`src/rtl/core/dtd_pkg.sv`:
```
// shared types, widths and helpers for the date-time difference pipeline
// no dependencies; used by datetime_difference_seconds_unit
package dtd_pkg;

  localparam int YEAR_W   = 14;
  localparam int MONTH_W  = 4;
  localparam int DAY_W    = 5;
  localparam int HOUR_W   = 5;
  localparam int MINUTE_W = 6;
  localparam int SECOND_W = 6;
  localparam int DUR_W    = 39;

  // internal widths sized for any 14-bit year and unchecked day/time fields
  localparam int YSUM_W   = 15;  // year plus rounding offset
  localparam int Q4_W     = 13;
  localparam int Q100_W   = 8;
  localparam int LEAPS_W  = 13;
  localparam int DAYS_W   = 23;
  localparam int TOD_W    = 17;
  localparam int DBM_W    = 9;
  localparam int PROD_W   = 40;

  localparam int NUM_LANES = 2;  // lane 0 start, lane 1 end

  // floor(x / 100) as x * 5243 >> 19, exact for x below 43690
  localparam int          DIV100_SHIFT = 19;
  localparam int          DIV100_PW    = 28;
  localparam logic [12:0] DIV100_MUL   = 13'd5243;

  localparam logic [YSUM_W-1:0] OFS_Q4   = 15'd3;
  localparam logic [YSUM_W-1:0] OFS_Q100 = 15'd99;
  localparam logic [YSUM_W-1:0] OFS_Q400 = 15'd399;

  localparam logic [DAYS_W-1:0] DAYS_PER_YEAR = 23'd365;
  localparam logic [PROD_W-1:0] SECS_PER_DAY  = 40'd86400;
  localparam logic [TOD_W-1:0]  SECS_PER_HOUR = 17'd3600;
  localparam logic [TOD_W-1:0]  SECS_PER_MIN  = 17'd60;

  typedef struct packed {
    logic [YEAR_W-1:0]  year;
    logic [Q4_W-1:0]    q4;     // (y+3)/4
    logic [Q100_W-1:0]  qa;     // y/100
    logic [Q100_W-1:0]  qb;     // (y+99)/100
    logic [Q100_W-1:0]  qc;     // (y+399)/100
    logic [MONTH_W-1:0] month;
    logic [DAY_W-1:0]   day;
    logic [TOD_W-1:0]   tod;
  } s1_t;

  typedef struct packed {
    logic [DAYS_W-1:0] days;
    logic [TOD_W-1:0]  tod;
  } s2_t;

  function automatic logic [Q100_W-1:0] div100(input logic [YSUM_W-1:0] x);
    logic [DIV100_PW-1:0] p;
    p = DIV100_PW'(x) * DIV100_PW'(DIV100_MUL);
    return p[DIV100_SHIFT +: Q100_W];
  endfunction

  // days before the month in a common year; zero reads as january,
  // anything above twelve as december
  function automatic logic [DBM_W-1:0] days_before_month(input logic [MONTH_W-1:0] m);
    logic [DBM_W-1:0] d;
    case (m)
      4'd0, 4'd1: d = 9'd0;
      4'd2:       d = 9'd31;
      4'd3:       d = 9'd59;
      4'd4:       d = 9'd90;
      4'd5:       d = 9'd120;
      4'd6:       d = 9'd151;
      4'd7:       d = 9'd181;
      4'd8:       d = 9'd212;
      4'd9:       d = 9'd243;
      4'd10:      d = 9'd273;
      4'd11:      d = 9'd304;
      default:    d = 9'd334;
    endcase
    return d;
  endfunction

endpackage

```
`src/rtl/core/datetime_difference_seconds_unit.sv`:
```
// absolute seconds between two gregorian date-times, four register stages
// throughput one word per cycle while out_ready stays high
// stages: leap quotients, day count, scale to seconds, absolute difference
// a stall on out_ready backs up through the stage valid bits, nothing lost or repeated
// reset (rst_n low, synchronous) clears all stage valid bits; payload is not reset
// depends on dtd_pkg
module datetime_difference_seconds_unit (
  input  logic                            clk,
  input  logic                            rst_n,
  input  logic                            in_valid,
  output logic                            in_ready,
  input  logic [dtd_pkg::YEAR_W-1:0]      in_start_year,
  input  logic [dtd_pkg::MONTH_W-1:0]     in_start_month,
  input  logic [dtd_pkg::DAY_W-1:0]       in_start_day,
  input  logic [dtd_pkg::HOUR_W-1:0]      in_start_hour,
  input  logic [dtd_pkg::MINUTE_W-1:0]    in_start_minute,
  input  logic [dtd_pkg::SECOND_W-1:0]    in_start_second,
  input  logic [dtd_pkg::YEAR_W-1:0]      in_end_year,
  input  logic [dtd_pkg::MONTH_W-1:0]     in_end_month,
  input  logic [dtd_pkg::DAY_W-1:0]       in_end_day,
  input  logic [dtd_pkg::HOUR_W-1:0]      in_end_hour,
  input  logic [dtd_pkg::MINUTE_W-1:0]    in_end_minute,
  input  logic [dtd_pkg::SECOND_W-1:0]    in_end_second,
  output logic                            out_valid,
  input  logic                            out_ready,
  output logic [dtd_pkg::DUR_W-1:0]       out_duration_seconds
);

  localparam int NL = dtd_pkg::NUM_LANES;

  logic [dtd_pkg::YEAR_W-1:0]   yr_in  [NL];
  logic [dtd_pkg::MONTH_W-1:0]  mo_in  [NL];
  logic [dtd_pkg::DAY_W-1:0]    dy_in  [NL];
  logic [dtd_pkg::HOUR_W-1:0]   hr_in  [NL];
  logic [dtd_pkg::MINUTE_W-1:0] mn_in  [NL];
  logic [dtd_pkg::SECOND_W-1:0] sc_in  [NL];

  dtd_pkg::s1_t                 s1_nxt [NL];
  dtd_pkg::s1_t                 s1_r   [NL];
  dtd_pkg::s2_t                 s2_nxt [NL];
  dtd_pkg::s2_t                 s2_r   [NL];
  logic [dtd_pkg::PROD_W-1:0]   prod   [NL];
  logic [dtd_pkg::DUR_W-1:0]    s3_nxt [NL];
  logic [dtd_pkg::DUR_W-1:0]    s3_r   [NL];

  logic                         v1_r, v2_r, v3_r, out_valid_r;
  logic                         en1, en2, en3, en_out;
  logic [dtd_pkg::DUR_W-1:0]    dur_nxt, dur_r;

  assign yr_in[0] = in_start_year;   assign yr_in[1] = in_end_year;
  assign mo_in[0] = in_start_month;  assign mo_in[1] = in_end_month;
  assign dy_in[0] = in_start_day;    assign dy_in[1] = in_end_day;
  assign hr_in[0] = in_start_hour;   assign hr_in[1] = in_end_hour;
  assign mn_in[0] = in_start_minute; assign mn_in[1] = in_end_minute;
  assign sc_in[0] = in_start_second; assign sc_in[1] = in_end_second;

  // a stage loads when it is empty or its word moves on
  assign en_out   = !out_valid_r || out_ready;
  assign en3      = !v3_r || en_out;
  assign en2      = !v2_r || en3;
  assign en1      = !v1_r || en2;
  assign in_ready = en1;

  for (genvar g = 0; g < NL; g++) begin : g_lane
    logic [dtd_pkg::YSUM_W-1:0]  ysum;
    logic [dtd_pkg::LEAPS_W-1:0] leaps;
    logic                        leap;
    logic                        leap_adj;

    // stage 1: leap quotients and time of day
    always_comb begin
      ysum             = dtd_pkg::YSUM_W'(yr_in[g]);
      s1_nxt[g].year   = yr_in[g];
      s1_nxt[g].q4     = dtd_pkg::Q4_W'((ysum + dtd_pkg::OFS_Q4) >> 2);
      s1_nxt[g].qa     = dtd_pkg::div100(ysum);
      s1_nxt[g].qb     = dtd_pkg::div100(ysum + dtd_pkg::OFS_Q100);
      s1_nxt[g].qc     = dtd_pkg::div100(ysum + dtd_pkg::OFS_Q400);
      s1_nxt[g].month  = mo_in[g];
      s1_nxt[g].day    = dy_in[g];
      s1_nxt[g].tod    = dtd_pkg::TOD_W'(hr_in[g]) * dtd_pkg::SECS_PER_HOUR
                       + dtd_pkg::TOD_W'(mn_in[g]) * dtd_pkg::SECS_PER_MIN
                       + dtd_pkg::TOD_W'(sc_in[g]);
    end

    // stage 2: day count; (y+399)/400 is the /100 quotient shifted by two
    always_comb begin
      leaps = s1_r[g].q4 - dtd_pkg::LEAPS_W'(s1_r[g].qb)
            + dtd_pkg::LEAPS_W'(s1_r[g].qc >> 2);
      leap  = (s1_r[g].year[1:0] == 2'b00) &&
              ((dtd_pkg::YSUM_W'(s1_r[g].qa) * dtd_pkg::YSUM_W'(100)
                != dtd_pkg::YSUM_W'(s1_r[g].year)) || (s1_r[g].qa[1:0] == 2'b00));
      leap_adj = leap && (s1_r[g].month > dtd_pkg::MONTH_W'(2));
      s2_nxt[g].days = dtd_pkg::DAYS_W'(s1_r[g].year) * dtd_pkg::DAYS_PER_YEAR
                     + dtd_pkg::DAYS_W'(leaps)
                     + dtd_pkg::DAYS_W'(dtd_pkg::days_before_month(s1_r[g].month))
                     + dtd_pkg::DAYS_W'(leap_adj)
                     + dtd_pkg::DAYS_W'(s1_r[g].day);
      s2_nxt[g].tod  = s1_r[g].tod;
    end

    // stage 3: scale to seconds
    always_comb begin
      prod[g]   = dtd_pkg::PROD_W'(s2_r[g].days) * dtd_pkg::SECS_PER_DAY;
      s3_nxt[g] = prod[g][dtd_pkg::DUR_W-1:0] + dtd_pkg::DUR_W'(s2_r[g].tod);
    end

    always_ff @(posedge clk) begin
      if (en1) begin
        s1_r[g] <= s1_nxt[g];
      end
      if (en2) begin
        s2_r[g] <= s2_nxt[g];
      end
      if (en3) begin
        s3_r[g] <= s3_nxt[g];
      end
    end
  end

  // stage 4: absolute difference
  always_comb begin
    if (s3_r[1] >= s3_r[0]) begin
      dur_nxt = s3_r[1] - s3_r[0];
    end else begin
      dur_nxt = s3_r[0] - s3_r[1];
    end
  end

  always_ff @(posedge clk) begin
    if (en_out) begin
      dur_r <= dur_nxt;
    end
  end

  always_ff @(posedge clk) begin
    if (!rst_n) begin
      v1_r        <= 1'b0;
      v2_r        <= 1'b0;
      v3_r        <= 1'b0;
      out_valid_r <= 1'b0;
    end else begin
      if (en1) begin
        v1_r <= in_valid;
      end
      if (en2) begin
        v2_r <= v1_r;
      end
      if (en3) begin
        v3_r <= v2_r;
      end
      if (en_out) begin
        out_valid_r <= v3_r;
      end
    end
  end

  assign out_valid            = out_valid_r;
  assign out_duration_seconds = dur_r;

  // an empty output register lets the whole pipe advance
  a_ready_when_empty: assert property (@(posedge clk) disable iff (!rst_n)
    !out_valid_r |-> in_ready)
    else $error("in_ready low with empty output register");

  // a word leaving the last stage lands in the output register
  a_stage3_to_out: assert property (@(posedge clk) disable iff (!rst_n)
    (v3_r && en_out) |=> out_valid_r)
    else $error("word lost between stage 3 and output");

  // full pipe with a stalled output must not take a new word
  a_full_blocks: assert property (@(posedge clk) disable iff (!rst_n)
    (v1_r && v2_r && v3_r && out_valid_r && !out_ready) |-> !in_ready)
    else $error("input accepted into a full stalled pipe");

  // scaled seconds never reach the top product bit
  a_secs_fit: assert property (@(posedge clk) disable iff (!rst_n)
    v2_r |-> (!prod[0][dtd_pkg::PROD_W-1] && !prod[1][dtd_pkg::PROD_W-1]))
    else $error("seconds product overflows duration width");

endmodule

```
`config.mk`:
```
export PLATFORM = sky130hd
export DESIGN_NAME = datetime_difference_seconds_unit
export DESIGN_NICKNAME = d
export VERILOG_FILES = /design/src/rtl/core/dtd_pkg.sv /design/src/rtl/core/datetime_difference_seconds_unit.sv
export SDC_FILE = /design/constraint.sdc
export NUM_CORES = 2
export LEC_CHECK = 0
export ABC_AREA = 1
export BUFFER_PORTS_ARGS = -buffer_cell sky130_fd_sc_hd__buf_2
export CAP_MARGIN = 20
export CELL_PAD_IN_SITES_DETAIL_PLACEMENT = 1
export CELL_PAD_IN_SITES_GLOBAL_PLACEMENT = 2
export CORE_MARGIN = 8
export CORE_UTILIZATION = 41
export DETAILED_ROUTE_END_ITERATION = 10
export MAX_ROUTING_LAYER = met4
export PLACE_DENSITY_LB_ADDON = 0.05
export SETUP_SLACK_MARGIN = 0.15
export SLEW_MARGIN = 25
export SYNTH_ARGS = -nofsm -noshare
export SYNTH_HDL_FRONTEND = slang
export SYNTH_SLANG_ARGS = --single-unit
```
`constraint.sdc`:
```
create_clock -name clk -period 20.4 [get_ports clk]
set_clock_uncertainty 0.2 [all_clocks]
set_input_delay 3.06 -clock clk [delete_from_list [all_inputs] [get_ports clk]]
set_output_delay 3.06 -clock clk [all_outputs]
set_load 0.01 [all_outputs]
```
# Word level (Yosys, flattened, before mapping)
# Memory sizes are Yosys's and may differ from the RTL's.
# Index checks and enable logic that the tools add are counted.
dict set report totals {
  regBits 43
  ram_bits 312
  rom_bits 288
  in_bits 84
  wordCells 82
  n_memories 5
}
# memory depth word_bits read_ports rd_clocked_by_memory_dff wr line
set mem_list {}
lappend mem_list {s1_r 2 77 2 0 2 datetime_difference_seconds_unit.sv:39} ;# dtd_pkg::s1_t s1_r [NL];
lappend mem_list {{(no name shown)} 16 9 1 0 0 dtd_pkg.sv:65} ;# case (m)
lappend mem_list {{(no name shown)} 16 9 1 0 0 dtd_pkg.sv:65}
lappend mem_list {s2_r 2 40 2 0 2 datetime_difference_seconds_unit.sv:41} ;# dtd_pkg::s2_t s2_r [NL];
lappend mem_list {s3_r 2 39 2 0 2 datetime_difference_seconds_unit.sv:44} ;# logic [dtd_pkg::DUR_W-1:0] s3_r [NL];
dict set report op_classes {
  addsub 26
  n_mul 16
  n_lt_le_gt_ge 3
  eq_ne 2
  muxes 7
  n_reduce_logical 18
}
# operator n
set ops {}
lappend ops {{$mul A15 B13 Y27 const B} 4}
lappend ops {{$add A39 B17 Y39} 2}
lappend ops {{$sub A39 B39 Y39} 2}
lappend ops {{$mul A23 B10 Y32 const B} 2}
lappend ops {{$mul A14 B13 Y27 const B} 2}
lappend ops {{$add A23 B1 Y23} 2}
lappend ops {{$add A23 B13 Y23} 2}
lappend ops {{$add A23 B5 Y23} 2}
lappend ops {{$add A23 B9 Y23} 2}
lappend ops {{$mul A14 B9 Y23 const B} 2}
lappend ops {{$ge A39 B39 Y1} 1}
lappend ops {{$mux W39} 1}
lappend ops {{$add A17 B12 Y17} 2}
lappend ops {{$add A17 B6 Y17} 2}
lappend ops {{$add A14 B2 Y15 const B} 2}
lappend ops {{$add A14 B7 Y15 const B} 2}
lappend ops {{$add A14 B9 Y15 const B} 2}
lappend ops {{$ne A15 B14 Y1} 2}
lappend ops {{$add A13 B6 Y13} 2}
lappend ops {{$mul A5 B8 Y13 const B} 2}
lappend ops {{$mul A8 B5 Y13 const B} 2}
lappend ops {{$sub A13 B8 Y13} 2}
lappend ops {{$mul A6 B4 Y10 const B} 2}
lappend ops {{$gt A4 B2 Y1 const B} 2}
lappend ops {{other kinds (5)} 24}

# Depth between registers and ports, before layout
# An unclocked memory read counts as a cell.
dict set report logic_depth {
  word_depth 8
  depth_mapped 33
  mapped_depth_nobuf 33
}

# Least setup slack after synthesis
# Ideal clock, no wire load.
dict set report synth_timing {
  path_kind {input to output}
  from {input out_ready}
  to {output in_ready}
  t_arrival_ns 9.085
  required_time_ns 17.140
  slack_ns 8.055
  cell_stages 6
  n_path_buf 0
  cell_sequence {nor2_1 > inv_1 > nor2_1 > inv_1 > nor2_1 > nand2_1}
}
dict set report synth_via {
  elab_chain_len 4
}
# element line
set synth_rtl {}
lappend synth_rtl {{start, declared} datetime_difference_seconds_unit.sv:25} ;# input logic out_ready,
lappend synth_rtl {{$logic_or A1 B1 Y1} datetime_difference_seconds_unit.sv:58} ;# assign en_out = !out_valid_r || out_ready;
lappend synth_rtl {{net en_out} datetime_difference_seconds_unit.sv:47} ;# logic en1, en2, en3, en_out;
lappend synth_rtl {{$logic_or A1 B1 Y1} datetime_difference_seconds_unit.sv:59} ;# assign en3 = !v3_r || en_out;
lappend synth_rtl {{net en3} datetime_difference_seconds_unit.sv:47}
lappend synth_rtl {{$logic_or A1 B1 Y1} datetime_difference_seconds_unit.sv:60} ;# assign en2 = !v2_r || en3;
lappend synth_rtl {{$logic_or A1 B1 Y1} datetime_difference_seconds_unit.sv:61} ;# assign en1 = !v1_r || en2;
lappend synth_rtl {{end, declared} datetime_difference_seconds_unit.sv:11} ;# output logic in_ready,
# The timed path passes the listed nets, and every way through them passes these cells.

==> results.txt <==
run status = finished, final reports clean
most frequent cell after synthesis = inv_1
Fmax = 105 MHz
Worst EP required = 20,560 ps
max-slew violations = 0
post-DP HPWL = 162,000 um
Area Overhead vs Synth = 7.11%
# DRC = 0
worst-margin pin slew = 1070 ps
# setup viols final = 0
sequential-to-total area share from yosys stat = 0.162
die width = 413 um
RSZ-0062 raised after global routing = no
Worst-path clk slew = 60 ps
GRT Total Usage = 0.218
FF-to-FF path depth = 29
routed len/inst = 18.2 um
filler instances = 18,700
Synth cell types = 60
Clock Tree Root = clkbuf_16
grt peak-use layer = met2
RR Startpoint = s1_r[0][122]$_DFFE_PP_
top cells by area, synth = ha_1 25%, fa_1 21%, edfxtp_1 16%
CTS tree = built
setup repair bufs after CTS = 0
Cell Area, Synth = 64,700 sq um
Syn Area/Cell = 8.52 sq um
post_cts resized = 0
DRT Pass-1 Iters = 5
starting DRC count in detailed routing = 1,562
Layout Nets = 9,787
final hold vios = 0
number of global-route vias before repair = 52,600
Worst setup endpoint = s1_r[0][109]$_DFFE_PP_
synth cell count leaders = 2,001 x inv_1, 1,290 x ha_1, 1,169 x nand2_1
Finished Core Util = 0.443
Critical R2R Capture = s2_r[0][75]$_DFFE_PP_
Critical Path AT = 9710 ps
met2 Use GR = 0.377
cts hold-fix bufs = 0
Relative slew margins = 0.285
DRT Wirelength = 179,000 um
Mapped Nets = 9,645
Worst-Skew Late Latency = 630 ps
share of layout cells above drive strength 1 = 0.0444
first-pass GRT wire length = 289,000 um
Yosys warnings = 0
FF/Latch Area = 10,500 sq um
CTS sink count = 351
Clock Tree Buf Depth = 3
ys flop type = edfxtp_1
Syn Inst Count = 7,586
Final ANT Viol Nets = 0
Overflow after GRT = 0
vias per cell = 4.86
met3 GRT Util = 0.0193
die footprint = 171,000 sq um
pin count of the biggest net entering global routing = 81
CP Capture Type = flip-flop
routability cong. = 0.879
Worst Path Max Fanout = 10
Startpoint Class = input pin
crit path kind = in -> reg
setup TNS = 0 ps
Max Cap Viol = 0
initial antenna violation count = 24
setup slack, reg-to-reg = 13,500 ps
total I/O pin count = 125
# rows = 145
post-synth top area share = 0.250
flops & latches, synth = 351
core area = 156,000 sq um
Multi-input gate area = 46,300 sq um
post-synthesis async set-or-reset flop share = 0
Starting Density = 0.413
H-tree lvl count = 2
I/O Buffers = 124
Tmin final = 9540 ps
worst hold path class = reg -> reg
height of the chip = 413 um
CTS buffer count = 48
Vias = 47,800
crit path launch = in_end_year[0]
M1 GR Usage = 0.286
Post-synth EDFFs = 347
Tcrit/Tclk final = 0.468
largest area contributor in the netlist = ha_1
==> metrics by stage <==
step	instances	setup slack (ps)	hold WS (ps)	cell area, sq um
after floorplan	7586	8050	200	64700
after detailed placement	9736	10220	206	67700
after global routing	9832	10330	224	69200
final	9836	10860	212	69300
after CTS	9825	10870	214	69200
after global placement	9736	10330	202	67700
==> registers in the layout (all words and copies together), names as in the netlist <==
register / count
s1_r: 150
s2_r: 80
s3_r: 78
out_duration_seconds: 39
out_valid: 1
v1_r: 1
v2_r: 1
v3_r: 1
==> worst max-delay path, cell delays in order <==
cell	delay (ps)
buf_2	180
inv_1	330
ha_1	420
inv_1	100
a21boi_0	300
nor2_1	110
a21oi_1	220
o21ai_0	180
nand2_1	130
xor2_1	420
inv_1	260
ha_1	380
fa_1	550
inv_1	70
fa_1	500
inv_1	50
fa_1	560
fa_1	420
ha_1	360
nand2_1	110
nor4_1	260
nand3_1	120
o211ai_1	330
a21oi_1	130
xor2_1	160
==> cells by family (layout without fill, tap and decap cells) <==
kind of cell | count (synthesis) | count (layout) | synth area share
buffers and inverters | 2053 | 2234 | 0.121
muxes | 1 | 1 | 0.000155
other | 0 | 11 | 0
adders and majority gates | 1975 | 1975 | 0.462
DFF | 351 | 351 | 0.162
and+or+nand+nor | 2010 | 2010 | 0.132
xor gates and xnor gates | 404 | 404 | 0.0547
AOI/OAI and AO/OA | 792 | 792 | 0.0683
==> cell type report <==
cell class | instances | area share
multi-input cells | 5182 | 0.669
clock buffers | 54 | 0.0177
inverters | 2014 | 0.109
clock inverters | 35 | 0.00502
diodes | 11 | 0.000397
repair buffers | 131 | 0.00977
flip-flops and latches | 351 | 0.152
well taps | 2058 | 0.0372
==> cell usage in the layout (no fill, tap or decap), types with 14 or more instances in the layout <==
cell type  count
inv_1       1998
ha_1        1290
nand2_1     1168
fa_1         685
a21oi_1      412
nor2_1       380
edfxtp_1     347
xor2_1       295
o21ai_0      194
nand3_1      193
buf_2        124
xnor2_1      109
nand4_1       65
nand2_2       54
nor3_1        48
clkbuf_16     48
a21o_1        41
a31oi_1       27
o211ai_1      26
nor2_2        22
o21bai_1      21
o21a_1        20
nor4_1        19
or2_2         14
==> worst min path at each step <==
| stage | startpoint | endpoint | slack (ps) | cells after the start |
|---|---|---|---|---|
| final | s2_r[0][46]$_DFFE_PP_ | s3_r[0][45]$_DFFE_PP_ | 210 | 0 |
| after global routing | s2_r[0][4]$_DFFE_PP_ | s3_r[0][4]$_DFFE_PP_ | 220 | 0 |
| after CTS | s2_r[0][46]$_DFFE_PP_ | s3_r[0][45]$_DFFE_PP_ | 210 | 0 |
| after detailed placement | s1_r[0][88]$_DFFE_PP_ | s2_r[0][51]$_DFFE_PP_ | 210 | 0 |
| after global placement | s2_r[0][1]$_DFFE_PP_ | s3_r[0][1]$_DFFE_PP_ | 200 | 0 |
| after floorplan | s1_r[0][0]$_DFFE_PP_ | s2_r[0][0]$_DFFE_PP_ | 200 | 0 |
==> per-layer routing <==
metal	vias up	routed length, um
met5	-	0
met4	0	2480
met3	129	5240
met2	396	86800
met1	23300	84500
li1	24000	-
Power is left out: the tool's default activity adds up to more than one toggle a clock period on the data nets, which glitch-free logic cannot reach.
